File: config.mk
export PLATFORM = sky130hd
export DESIGN_NAME = nmea_sentence_validator
export DESIGN_NICKNAME = d
export VERILOG_FILES = /design/src/sv/nsv_pkg.sv /design/src/sv/nsv_line_tracker.sv /design/src/sv/nsv_out_fifo.sv /design/src/sv/nmea_sentence_validator.sv
export SDC_FILE = /design/constraint.sdc
export NUM_CORES = 1
export LEC_CHECK = 0
export ABC_AREA = 0
export CAP_MARGIN = 20
export CORE_UTILIZATION = 60
export CTS_CLUSTER_SIZE = 8
export DETAILED_ROUTE_END_ITERATION = 6
export DONT_BUFFER_PORTS = 1
export HOLD_SLACK_MARGIN = 0.06
export PLACE_DENSITY = 0.76
export SYNTH_ARGS = -nofsm -noshare
export SYNTH_HDL_FRONTEND = slang
export SYNTH_HIERARCHICAL = 1
export SYNTH_SLANG_ARGS = --single-unit
File: constraint.sdc
create_clock -name clk -period 9.1 [get_ports clk]
set_input_delay 1.82 -clock clk [delete_from_list [all_inputs] [get_ports clk]]
set_output_delay 1.82 -clock clk [all_outputs]
set_load 0.02 [all_outputs]
File: src/sv/nsv_pkg.sv
// ----------------------------------------------------------------------------
// nsv_pkg
// shared characters, status codes and the result word layout for the
// nmea sentence validator
// ----------------------------------------------------------------------------
package nsv_pkg;

	localparam logic [7:0] CH_DOLLAR      = 8'h24;
	localparam logic [7:0] CH_STAR        = 8'h2A;
	localparam logic [7:0] CH_COMMA       = 8'h2C;
	localparam logic [7:0] CH_LF          = 8'h0A;
	localparam logic [7:0] CH_CR          = 8'h0D;

	localparam logic [7:0] MIN_LINE       = 8'd7;
	localparam logic [7:0] MAX_LINE_RESET = 8'd150;
	localparam logic [3:0] MAX_HEX_DIGITS = 4'd8;
	localparam logic [7:0] SUM_SATURATED  = 8'hFF;

	localparam int IN_TDATA_W  = 8;
	localparam int OUT_TDATA_W = 80;

	typedef enum logic [2:0] {
		ST_OK        = 3'd0,
		ST_SHORT     = 3'd1,
		ST_NO_DOLLAR = 3'd2,
		ST_NO_STAR   = 3'd3,
		ST_BAD_SUM   = 3'd4
	} status_t;

	// first member lands in the top bits, status in the lowest bits
	typedef struct packed {
		logic [7:0] computed_sum;
		logic [7:0] received_sum;
		logic [7:0] line_length;
		logic [7:0] field_count;
		logic [7:0] type_third;
		logic [7:0] type_second;
		logic [7:0] type_first;
		logic [7:0] talker_second;
		logic [7:0] talker_first;
		status_t    status;
	} res_t;

	localparam int RES_W = $bits(res_t);

	// msb set when the character is a hex digit, low nibble is its value
	function automatic logic [4:0] hex_of(input logic [7:0] c);
		logic [4:0] r;
		r = 5'd0;
		if (c >= 8'h30 && c <= 8'h39) begin
			r = {1'b1, c[3:0]};
		end else if ((c >= 8'h41 && c <= 8'h46) || (c >= 8'h61 && c <= 8'h66)) begin
			r = {1'b1, c[3:0] + 4'd9};
		end
		return r;
	endfunction

endpackage

File: src/sv/nsv_line_tracker.sv
// ----------------------------------------------------------------------------
// nsv_line_tracker
// per-line running state, updated once per character, and the result of a
// line formed from that state when LF arrives
// ----------------------------------------------------------------------------
module nsv_line_tracker (
	input  logic              clk,
	input  logic              arst_n,
	input  logic              en,
	input  logic [7:0]        rx_byte,
	input  logic [7:0]        max_line_len,
	output logic              line_end,
	output nsv_pkg::res_t     res
);
	import nsv_pkg::*;

	logic [7:0] cnt_q;
	logic       dollar_q;
	logic       star_q;
	logic [7:0] xor_q;
	logic [7:0] talk_q [2];
	logic [7:0] type_q [3];
	logic       type_done_q;
	logic [7:0] comma_q;
	logic [7:0] hexv_q;
	logic [3:0] hexd_q;
	logic       hexstop_q;

	logic       is_cr;
	logic       is_lf;
	logic       overflow;
	logic [7:0] p;
	logic [4:0] hex;
	logic [7:0] rx_sum;

	assign is_cr    = (rx_byte == CH_CR);
	assign is_lf    = (rx_byte == CH_LF);
	assign line_end = is_lf && (cnt_q != 8'd0);
	assign overflow = ({1'b0, cnt_q} + 9'd1) > {1'b0, max_line_len};
	assign p        = cnt_q - 8'd1;
	assign hex      = hex_of(rx_byte);
	assign rx_sum   = (hexd_q > MAX_HEX_DIGITS) ? SUM_SATURATED : hexv_q;

	always_comb begin
		res.computed_sum  = xor_q;
		res.received_sum  = rx_sum;
		res.line_length   = cnt_q;
		res.field_count   = (comma_q == 8'd0) ? 8'd1 : comma_q;
		res.type_third    = type_q[2];
		res.type_second   = type_q[1];
		res.type_first    = type_q[0];
		res.talker_second = talk_q[1];
		res.talker_first  = talk_q[0];
		if (cnt_q < MIN_LINE) begin
			res.status = ST_SHORT;
		end else if (!dollar_q) begin
			res.status = ST_NO_DOLLAR;
		end else if (!star_q) begin
			res.status = ST_NO_STAR;
		end else if (rx_sum != xor_q) begin
			res.status = ST_BAD_SUM;
		end else begin
			res.status = ST_OK;
		end
	end

	always_ff @(posedge clk or negedge arst_n) begin
		if (!arst_n) begin
			cnt_q       <= '0;
			dollar_q    <= 1'b0;
			star_q      <= 1'b0;
			xor_q       <= '0;
			talk_q[0]   <= '0;
			talk_q[1]   <= '0;
			type_q[0]   <= '0;
			type_q[1]   <= '0;
			type_q[2]   <= '0;
			type_done_q <= 1'b0;
			comma_q     <= '0;
			hexv_q      <= '0;
			hexd_q      <= '0;
			hexstop_q   <= 1'b0;
		end else if (en && !is_cr) begin
			if (is_lf || overflow) begin
				// end of line or overlong line: start fresh
				cnt_q       <= '0;
				dollar_q    <= 1'b0;
				star_q      <= 1'b0;
				xor_q       <= '0;
				talk_q[0]   <= '0;
				talk_q[1]   <= '0;
				type_q[0]   <= '0;
				type_q[1]   <= '0;
				type_q[2]   <= '0;
				type_done_q <= 1'b0;
				comma_q     <= '0;
				hexv_q      <= '0;
				hexd_q      <= '0;
				hexstop_q   <= 1'b0;
			end else begin
				cnt_q <= cnt_q + 8'd1;
				if (cnt_q == 8'd0) begin
					dollar_q <= (rx_byte == CH_DOLLAR);
				end else if (!star_q) begin
					if (rx_byte == CH_STAR) begin
						star_q <= 1'b1;
					end else begin
						xor_q <= xor_q ^ rx_byte;
						if (p == 8'd0) talk_q[0] <= rx_byte;
						if (p == 8'd1) talk_q[1] <= rx_byte;
						if (rx_byte == CH_COMMA) begin
							type_done_q <= 1'b1;
							if (comma_q != 8'hFF) comma_q <= comma_q + 8'd1;
						end else if (!type_done_q) begin
							case (p)
								8'd2:    type_q[0] <= rx_byte;
								8'd3:    type_q[1] <= rx_byte;
								8'd4:    type_q[2] <= rx_byte;
								default: ;
							endcase
						end
					end
				end else if (!hexstop_q) begin
					if (!hex[4]) begin
						hexstop_q <= 1'b1;
					end else begin
						hexv_q <= {hexv_q[3:0], hex[3:0]};
						if (hexd_q <= MAX_HEX_DIGITS) hexd_q <= hexd_q + 4'd1;
					end
				end
			end
		end
	end

	// digit count saturates one past the limit
	a_hexd_sat: assert property (@(posedge clk) disable iff (!arst_n)
		hexd_q <= MAX_HEX_DIGITS + 4'd1)
		else $error("hex digit count ran past saturation");

	// hex digits only collect after the star
	a_hex_after_star: assert property (@(posedge clk) disable iff (!arst_n)
		(hexd_q != 4'd0) |-> star_q)
		else $error("hex digits without a star");

	// a fresh line follows every emitted line
	a_clear_after_end: assert property (@(posedge clk) disable iff (!arst_n)
		(en && line_end) |=> (cnt_q == 8'd0))
		else $error("line state not cleared after line end");

endmodule

File: src/sv/nsv_out_fifo.sv
// ----------------------------------------------------------------------------
// nsv_out_fifo
// two-entry result queue that decouples the result stream from the byte path
// ----------------------------------------------------------------------------
module nsv_out_fifo (
	input  logic          clk,
	input  logic          arst_n,
	input  logic          push,
	input  nsv_pkg::res_t push_data,
	output logic          full,
	input  logic          pop,
	output logic          valid,
	output nsv_pkg::res_t data
);
	import nsv_pkg::*;

	res_t       mem_q [2];
	logic       wr_ptr_q;
	logic       rd_ptr_q;
	logic [1:0] cnt_q;

	assign full  = (cnt_q == 2'd2);
	assign valid = (cnt_q != 2'd0);
	assign data  = mem_q[rd_ptr_q];

	always_ff @(posedge clk) begin
		if (push) begin
			mem_q[wr_ptr_q] <= push_data;
		end
	end

	always_ff @(posedge clk or negedge arst_n) begin
		if (!arst_n) begin
			wr_ptr_q <= 1'b0;
			rd_ptr_q <= 1'b0;
			cnt_q    <= 2'd0;
		end else begin
			if (push) wr_ptr_q <= ~wr_ptr_q;
			if (pop)  rd_ptr_q <= ~rd_ptr_q;
			case ({push, pop})
				2'b10:   cnt_q <= cnt_q + 2'd1;
				2'b01:   cnt_q <= cnt_q - 2'd1;
				default: cnt_q <= cnt_q;
			endcase
		end
	end

	a_cnt_range: assert property (@(posedge clk) disable iff (!arst_n)
		cnt_q != 2'd3)
		else $error("result queue count out of range");

	a_no_overflow: assert property (@(posedge clk) disable iff (!arst_n)
		push |-> !full)
		else $error("push into full result queue");

	a_no_underflow: assert property (@(posedge clk) disable iff (!arst_n)
		pop |-> valid)
		else $error("pop from empty result queue");

endmodule

File: src/sv/nmea_sentence_validator.sv
// ----------------------------------------------------------------------------
// nmea_sentence_validator
// checks received nmea 0183 sentences byte by byte and reports one result
// word per non-empty line
// ----------------------------------------------------------------------------
// The block takes one received character per cycle on the slave stream while
// it does not stall: a character is registered, then the line state is
// updated from it, so s_tready only drops when a line ends while both entries
// of the result queue are still waiting. CR is ignored, LF closes the line,
// and a line growing past max_line_len is thrown away without a result. For
// each non-empty line one result word is queued as its LF leaves the input
// register and follows older results onto the master stream, holding the
// status (too short, no leading '$', no '*', checksum mismatch, tested in
// that order, else ok), the talker and type characters, the field count,
// the line length and both checksums. max_line_len is written over the cfg
// channel, which is always ready; write it only while no line is in progress.
// ----------------------------------------------------------------------------
module nmea_sentence_validator (
	input  logic                                clk,
	input  logic                                arst_n,
	// input stream
	input  logic                                s_tvalid,
	output logic                                s_tready,
	input  logic [nsv_pkg::IN_TDATA_W-1:0]      s_tdata,  // [7:0] rx_byte
	// result stream
	output logic                                m_tvalid,
	input  logic                                m_tready,
	// [2:0] status, [10:3] talker_first, [18:11] talker_second,
	// [26:19] type_first, [34:27] type_second, [42:35] type_third,
	// [50:43] field_count, [58:51] line_length, [66:59] received_sum,
	// [74:67] computed_sum, [79:75] zero
	output logic [nsv_pkg::OUT_TDATA_W-1:0]     m_tdata,
	// configuration write channel
	input  logic                                cfg_valid,
	output logic                                cfg_ready,
	input  logic [7:0]                          cfg_data  // max_line_len
);
	import nsv_pkg::*;

	logic       valid_s1;
	logic [7:0] byte_s1;
	logic [7:0] max_len_q;

	logic       line_end;
	logic       advance;
	logic       fifo_full;
	logic       fifo_push;
	logic       fifo_pop;
	res_t       line_res;
	res_t       out_res;

	// config register, always writable
	assign cfg_ready = 1'b1;

	always_ff @(posedge clk or negedge arst_n) begin
		if (!arst_n) begin
			max_len_q <= MAX_LINE_RESET;
		end else if (cfg_valid && cfg_ready) begin
			max_len_q <= cfg_data;
		end
	end

	// byte moves on unless it closes a line and the result queue is full
	assign advance   = valid_s1 && !(line_end && fifo_full);
	assign s_tready  = !valid_s1 || advance;
	assign fifo_push = advance && line_end;
	assign fifo_pop  = m_tvalid && m_tready;

	// input register
	always_ff @(posedge clk or negedge arst_n) begin
		if (!arst_n) begin
			valid_s1 <= 1'b0;
		end else if (s_tvalid && s_tready) begin
			valid_s1 <= 1'b1;
		end else if (advance) begin
			valid_s1 <= 1'b0;
		end
	end

	always_ff @(posedge clk) begin
		if (s_tvalid && s_tready) begin
			byte_s1 <= s_tdata[7:0];
		end
	end

	// running line state and result formation
	nsv_line_tracker u_tracker (
		.clk          (clk),
		.arst_n       (arst_n),
		.en           (advance),
		.rx_byte      (byte_s1),
		.max_line_len (max_len_q),
		.line_end     (line_end),
		.res          (line_res)
	);

	// result queue in front of the master stream
	nsv_out_fifo u_out_fifo (
		.clk       (clk),
		.arst_n    (arst_n),
		.push      (fifo_push),
		.push_data (line_res),
		.full      (fifo_full),
		.pop       (fifo_pop),
		.valid     (m_tvalid),
		.data      (out_res)
	);

	assign m_tdata = {{(OUT_TDATA_W - RES_W){1'b0}}, out_res};

	// results only come from an LF byte
	a_push_on_lf: assert property (@(posedge clk) disable iff (!arst_n)
		fifo_push |-> (byte_s1 == CH_LF))
		else $error("result pushed for a byte other than LF");

	// input only stalls while a byte is held
	a_stall_holds_byte: assert property (@(posedge clk) disable iff (!arst_n)
		!s_tready |-> (valid_s1 && line_end && fifo_full))
		else $error("input stalled without a blocked line end");

	// a stalled byte stays in place
	a_stall_keeps_s1: assert property (@(posedge clk) disable iff (!arst_n)
		(valid_s1 && !advance) |=> (valid_s1 && $stable(byte_s1)))
		else $error("stalled input byte lost");

endmodule
==> metrics.cfg, run 1 <==
[status]
status = finished, final reports clean

[timing]
rsz0062_at_grt = false
setup_viol = 0
finalMaxSlewViolations = 0
fin_worst_skew_ps = 17.8
final-hold-violation-count = 0
timing.slew.headroom = 0.252
tightest_slew_ps = 1090
fmax_ghz = 0.214
setup_slack_ps = 4430
tns_ps = 0
period_share = 0.513
whs_ps = 478
layout_min_cycle_time_ps = 4670

[logic_synthesis]
synth-seq-cells = 251
synth.area.top_cells = edfxtp_1 43%, dfrtp_1 20%, mux2_4 6.5%, mux2_2 3.7%, a22o_1 3.1%
ys_top_cells_by_count = 158 x edfxtp_1, 89 x dfrtp_1, 48 x mux2_4, 47 x nand2_1, 39 x a22o_1
synth_edf_count = 158
syn_inst = 778
yosysWarnings = 6
yosysMostFrequentCell = edfxtp_1
async_flop_share = 0.371
synthFlopType = edfxtp_1
ys_types = 63
yosysSeqAreaShare = 0.640
synth.top_cell.area_share = 0.429
avgSynthCellArea_sq_um = 14.2
synth_area_sq_mm = 0.0111
yosys.area.top_type = edfxtp_1

[min_path]
whs_endpoint = u_out_fifo/mem_q[1][15]
min_path_cells = 0
hp-class = reg -> reg
min_from = u_tracker/res[15]

[placed_design]
pre_cts_ws_ps = 4980
gp_congestion = 0.827
place_hpwl_microns = 14200
dp_cells = 968
post_dp_cell_area_sq_mm = 0.0112
io_buffers = 0

[cts]
clk_path_buf_depth = 3
post_cts_buffers = 0
ctsHoldBuffers = 0
h-tree-depth = 2
cts_root_buf = clkbuf_16
tritoncts = yes
post_cts_resized = 0
clock-sinks = 251
worst_skew_pair.late_latency_ps = 500
cts_buffers = 37
clk_pin_slew_ps = 50

[power]
power_mw = 3.62
total_leakage_power_nw = 4.82
irDropWorstVdd_mv = 0.197
powerDensity_mw_per_mm2 = 296

[setup_path]
r2r_start = u_tracker/cnt_q[0]
end_kind = output pin
crit_type = reg -> out
crit_path_start_kind = register
crit_fanout = 11
slowest_stage = or4b_1
arrival_ps = 2850
path_cells = inv_1, ha_1, or4b_1, nor2_2, nor3_1, nand3_1
critPathTopFamily = simple AND/OR/NAND/NOR gates
r2r-end = u_tracker/comma_q[6]
worst-path-buf-inv = 1
cp_slowest_stage_delay_ps = 490
reg2reg_depth = 9
cp_data_required_time_ps = 7280
ff2ff_setup_slack_ps = 4810

[detailed_routing]
first_iter_violations = 510
totalWireLength_microns = 22200
avgViaCountPerCell = 6.26
dr.pass1.iters = 5
drc_errors = 0
ant_nets = 0
dr_total_vias = 6499
wl_per_cell_microns = 21.4

[floorplan]
io_pins = 104
die_w_microns = 138
core_area_sq_mm = 0.0180
die_h_microns = 138
dieArea_sq_mm = 0.0190
rows = 49
start_util = 0.614

[layout]
fin_nets = 824
layout.cells.non_filler = 1038
drive_gt1_frac = 0.188
stdcell_area_sq_mm = 0.0122
fin_util = 0.679
syn_to_final_growth_pct = 10.6
fillers = 1224

[global_routing]
first_global_vias = 6519
grt_pass1_wl_microns = 34700
antenna_found_initial = 0
grt_max_degree = 94
grt_util_all_layers = 0.243
grt_overflow = 0

[job]
drv_cap = 0

[cell usage in the layout (no fill, tap or decap), types with 7 or more instances in the layout]
cell type	instances
edfxtp_1	158
dfrtp_1	88
mux2_4	48
nand2_1	47
a22o_1	39
clkbuf_16	37
mux2_2	36
inv_1	32
clkbuf_1	27
ha_1	24
nand3_1	23
nor2_1	22
o21ai_0	21
a21oi_1	20
nand2b_1	13
o2bb2ai_1	13
nor3_1	10
or4_1	10
xor2_1	9
and3_1	9
xnor2_1	8
a21o_1	8
and2_1	7
[worst register-to-register path, delay by kind of cell (launching register included)]
kind                     cells  cell delay (ps)
AO/OA/AOI/OAI                3             1720
AND/OR/NAND/NOR              4             1460
flip-flops                   1              480
adder cells (fa/ha/maj)      1              300
buffers and inverters        1              190
[report_power, final]
part | switching (mW) | internal (mW) | total, mW
combinational | 0.447 | 0.359 | 0.807
sequential | 0.202 | 1.39 | 1.60
clock | 0.459 | 0.761 | 1.22
total | 1.11 | 2.51 | 3.62
[logic make-up after synthesis]
kind of cell | share of synthesized area
adder cells (fa/ha/maj) | 0.0271
multiplexers | 0.103
flip-flops | 0.640
other | 0.000679
AND/OR/NAND/NOR | 0.0837
AO/OA/AOI/OAI | 0.0980
XOR/XNOR | 0.0135
buffers and inverters | 0.0348
[state kept, by name (all words and copies together), names as in the netlist]
register	count
u_tracker/hexd_q	4
u_out_fifo/mem_q	150
u_tracker/xor_q	8
u_out_fifo/cnt_q	2
u_tracker/res	40
u_tracker/dollar_q	1
u_tracker/comma_q	8
u_out_fifo/wr_ptr_q	1
u_tracker/type_done_q	1
u_tracker/hexv_q	8
valid_s1	1
u_tracker/cnt_q	8
byte_s1	8
u_tracker/hexstop_q	1
u_tracker/star_q	1
u_out_fifo/rd_ptr_q	1
max_len_q	8
[final cells by class]
class | count | area [sq um] | area share
sequential | 251 | 7080 | 0.579
clock buffer | 64 | 1030 | 0.0839
antenna | 2 | 5.00 | 0.000409
tap | 229 | 287 | 0.0234
inverter | 32 | 120 | 0.00981
clock inverter | 3 | 25.0 | 0.00204
timing repair buffer | 6 | 57.6 | 0.00470
multi-input combinational | 451 | 3640 | 0.297
[how the worst max path moves through the flow]
stage / start / to / slack, ps / cells past startpoint
3_5_place_dp: u_tracker/cnt_q[0] / u_tracker/comma_q[6] / 4980 / 9
4_1_cts: u_tracker/cnt_q[0] / s_tready / 4440 / 6
5_1_grt: u_tracker/cnt_q[0] / s_tready / 4280 / 6
3_3_place_gp: u_tracker/cnt_q[0] / s_tready / 5100 / 6
2_1_floorplan: byte_s1[7] / u_out_fifo/mem_q[0][0] / 3680 / 8
6_report: u_tracker/cnt_q[0] / s_tready / 4430 / 6
[metal layers]
metal | track usage | vias up | wire length (microns) | part of all wire
met5 | 0 | - | 0 | 0
met4 | 0.101 | 0 | 665 | 0.030
met3 | 0.0545 | 56 | 1830 | 0.082
met2 | 0.393 | 282 | 10800 | 0.49
met1 | 0.319 | 3239 | 8910 | 0.40
li1 | - | 2922 | - | -
(Power assumes the default switching activity.)
==> run 2, diff against run 1 <==
--- a/config.mk
+++ b/config.mk
@@ -7,12 +7,12 @@
 export LEC_CHECK = 0
 export ABC_AREA = 0
 export CAP_MARGIN = 20
-export CORE_UTILIZATION = 60
+export CORE_UTILIZATION = 57
 export CTS_CLUSTER_SIZE = 8
 export DETAILED_ROUTE_END_ITERATION = 6
 export DONT_BUFFER_PORTS = 1
 export HOLD_SLACK_MARGIN = 0.06
-export PLACE_DENSITY = 0.76
+export PLACE_DENSITY = 0.75
 export SYNTH_ARGS = -nofsm -noshare
 export SYNTH_HDL_FRONTEND = slang
 export SYNTH_HIERARCHICAL = 1
==> constraint.sdc (replaced) <==
create_clock -name clk -period 3.8 [get_ports clk]
set_input_delay 0.76 -clock clk [delete_from_list [all_inputs] [get_ports clk]]
set_output_delay 0.76 -clock clk [all_outputs]
set_load 0.02 [all_outputs]
==> run 2 against run 1 <==
Effect of this change: largest cell class unchanged; largest power group unchanged; sequential power grew 140%; die area up 5.2%; routed wire length increased by 2.8%; sequential cell count unchanged; clock skew is 0.92 ps lower; register-to-register slack worse by 4500 ps; global-route usage fell by 0.85 points.
==> metrics.cfg, run 2 (synthesis results as in run 1) <==
[status]
status = finished, final reports clean

[cts]
clk_path_buf_depth = 3  ; unchanged
clk_pin_slew_ps = 50  ; about the same
post_cts_buffers = 0  ; unchanged
tritoncts = yes
clock-sinks = 251  ; unchanged
worst_skew_pair.late_latency_ps = 520  ; +20 ps
cts_root_buf = clkbuf_16
cts_buffers = 37  ; unchanged
h-tree-depth = 2  ; unchanged

[setup_path]
r2r_start = u_tracker/cnt_q[1]
r2r-end = u_tracker/res[30]
crit_path_start_kind = register
arrival_ps = 3980  ; +1130 ps
reg2reg_depth = 12  ; +3
crit_fanout = 24  ; +13
ff2ff_setup_slack_ps = 280  ; -4530 ps
end_kind = register
crit_type = reg -> reg
cp_data_required_time_ps = 4250  ; -3030 ps

[layout]
area.sequential_sq_mm = 0.00708  ; unchanged
syn_to_final_growth_pct = 13.2
top_register = u_out_fifo/mem_q
fin_nets = 839  ; +1.8%
final_cell_mix = 158 x edfxtp_1, 88 x dfrtp_1, 48 x mux2_4, 47 x nand2_1, 39 x a22o_1
final_common_cell = edfxtp_1
multi_input_area_sq_mm = 0.00365  ; +0.28%
fillers = 1371  ; +12%
stdcell_area_sq_mm = 0.0125  ; +2.4%
largest_register_ffs = 150  ; unchanged
diodes = 0  ; -2
drive_gt1_frac = 0.207  ; +0.0182

[floorplan]
die_h_microns = 141  ; +2.6%
core_area_sq_mm = 0.0189  ; +4.8%
die_w_microns = 141  ; +2.6%
rows = 50  ; +2.0%
dieArea_sq_mm = 0.0200  ; +5.2%
io_pins = 104  ; unchanged
start_util = 0.586  ; -0.0282

[detailed_routing]
drc_errors = 0  ; unchanged
dr.pass1.iters = 5  ; unchanged
totalWireLength_microns = 22900  ; +2.8%
ant_nets = 0  ; unchanged
first_iter_violations = 552  ; +8.2%
avgViaCountPerCell = 6.04  ; -3.5%
wl_per_cell_microns = 21.1  ; -1.5%
dr_total_vias = 6544  ; +0.69%

[global_routing]
grt_pass1_wl_microns = 35800  ; +3.0%
antenna_found_initial = 0  ; unchanged
grt_max_degree = 90  ; -4.3%
grt_overflow = 0  ; unchanged
grt_util_all_layers = 0.235  ; -0.00855
first_global_vias = 6698  ; +2.7%

[placed_design]
gp_congestion = 0.879  ; +6.2%
post_dp_cell_area_sq_mm = 0.0114  ; +2.0%
io_buffers = 0  ; unchanged
place_hpwl_microns = 14300  ; +0.63%

[timing]
layout_min_cycle_time_ps = 3520
fmax_ghz = 0.284
tns_ps = 0  ; unchanged
rsz0062_at_grt = false
final-hold-violation-count = 0  ; unchanged
fin_worst_skew_ps = 16.9  ; -0.919 ps
tightest_slew_ps = 1020  ; -70.7 ps
period_share = 0.927
finalMaxSlewViolations = 0  ; unchanged
timing.slew.headroom = 0.300  ; +0.0483
setup_viol = 0  ; unchanged

[power]
total_leakage_power_nw = 4.96  ; +3.0%
intPower_mw = 6.09  ; +140%
switchingPower_mw = 2.70  ; +140%
powerDensity_mw_per_mm2 = 702  ; +140%
irDropWorstVdd_mv = 0.372  ; +89%
p_comb_frac = 0.227  ; +0.004
clkPwrFrac = 0.343  ; +0.006
power_frac_seq = 0.430  ; -0.010
switching_share = 0.307  ; +0.00122

[min_path]
hp-class = in -> async

[job]
drv_cap = 0  ; unchanged

==> run 2: cell count changes in the layout (fill, tap and decap cells not counted), moves of 2 or more <==
| cell | change |
|---|---|
| buf_12 | +5 |
| buf_4 | +8 |
| diode_2 | -2 |
| inv_6 | -2 |
==> run 2: power groups by stage <==
stage          clock network (mW)  registers, mW  logic [mW]
2_1_floorplan                   0           3.56        1.76
3_5_place_dp                    0           3.83        1.94
4_1_cts                      3.07           3.78        1.99
5_1_grt                      3.20           3.83        2.13
3_3_place_gp                    0           3.79        1.88
6_report                     3.02           3.78        2.00
==> run 2: area by class of cell <==
type	instances	share of cell area
Inverter	32	0.00959
Sequential cell	251	0.565
Tap cell	260	0.0260
Clock buffer	65	0.0840
Timing Repair Buffer	21	0.0208
Multi-Input combinational cell	451	0.291
Clock inverter	3	0.00340
==> run 2: layer usage <==
layer | up-vias | track usage | part of all wire
met4 | 0 | 0.0990 | 0.027
met3 | 54 | 0.0489 | 0.061
met2 | 239 | 0.385 | 0.49
met1 | 3304 | 0.306 | 0.42
met5 | - | 0 | 0
li1 | 2947 | - | -
==> run 2: worst max path at each step <==
| stage | startpoint | to | cells after the start |
|---|---|---|---|
| 2_1_floorplan | byte_s1[7] | u_out_fifo/mem_q[0][0] | 8 |
| 3_3_place_gp | u_tracker/cnt_q[1] | u_tracker/res[39] | 12 |
| 3_5_place_dp | u_tracker/cnt_q[1] | u_tracker/res[23] | 12 |
| 4_1_cts | u_tracker/cnt_q[1] | u_tracker/res[19] | 12 |
| 5_1_grt | u_tracker/cnt_q[1] | u_tracker/res[31] | 12 |
| 6_report | u_tracker/cnt_q[1] | u_tracker/res[30] | 12 |
==> run 2: metrics by stage <==
stage | utilization | std cells | total power, mW | hold slack (ps) | setup WS [ps]
5_1_grt | 0.663 | 1083 | 9.15 | 78.9 | 37.9
4_1_cts | 0.662 | 1082 | 8.84 | 85.8 | 227
6_report | 0.663 | 1083 | 8.80 | 96.5 | 277
2_1_floorplan | - | 782 | 5.32 | 437 | 467
3_5_place_dp | 0.602 | 1013 | 5.77 | 467 | 253
3_3_place_gp | 0.602 | 1013 | 5.67 | 454 | 460
==> run 2: worst max-delay path, stage by stage, from the launching register on <==
cell,delay (ps)
dfrtp_1,510
ha_1,300
nand3_1,130
or2_2,370
xnor2_1,150
ha_1,320
nand4_1,90
nor2_1,160
a21oi_1,90
or3_1,360
buf_4,230
o21ai_1,500
a22o_1,230
==> run 2: repair_timing <==
action | 4_1_cts | 5_1_grt
hold endpoints to repair | 89 | 0
gates resized for setup | 0 | 2
hold buffers | 1 | 0
endpoints found under the setup margin | 0 | 14
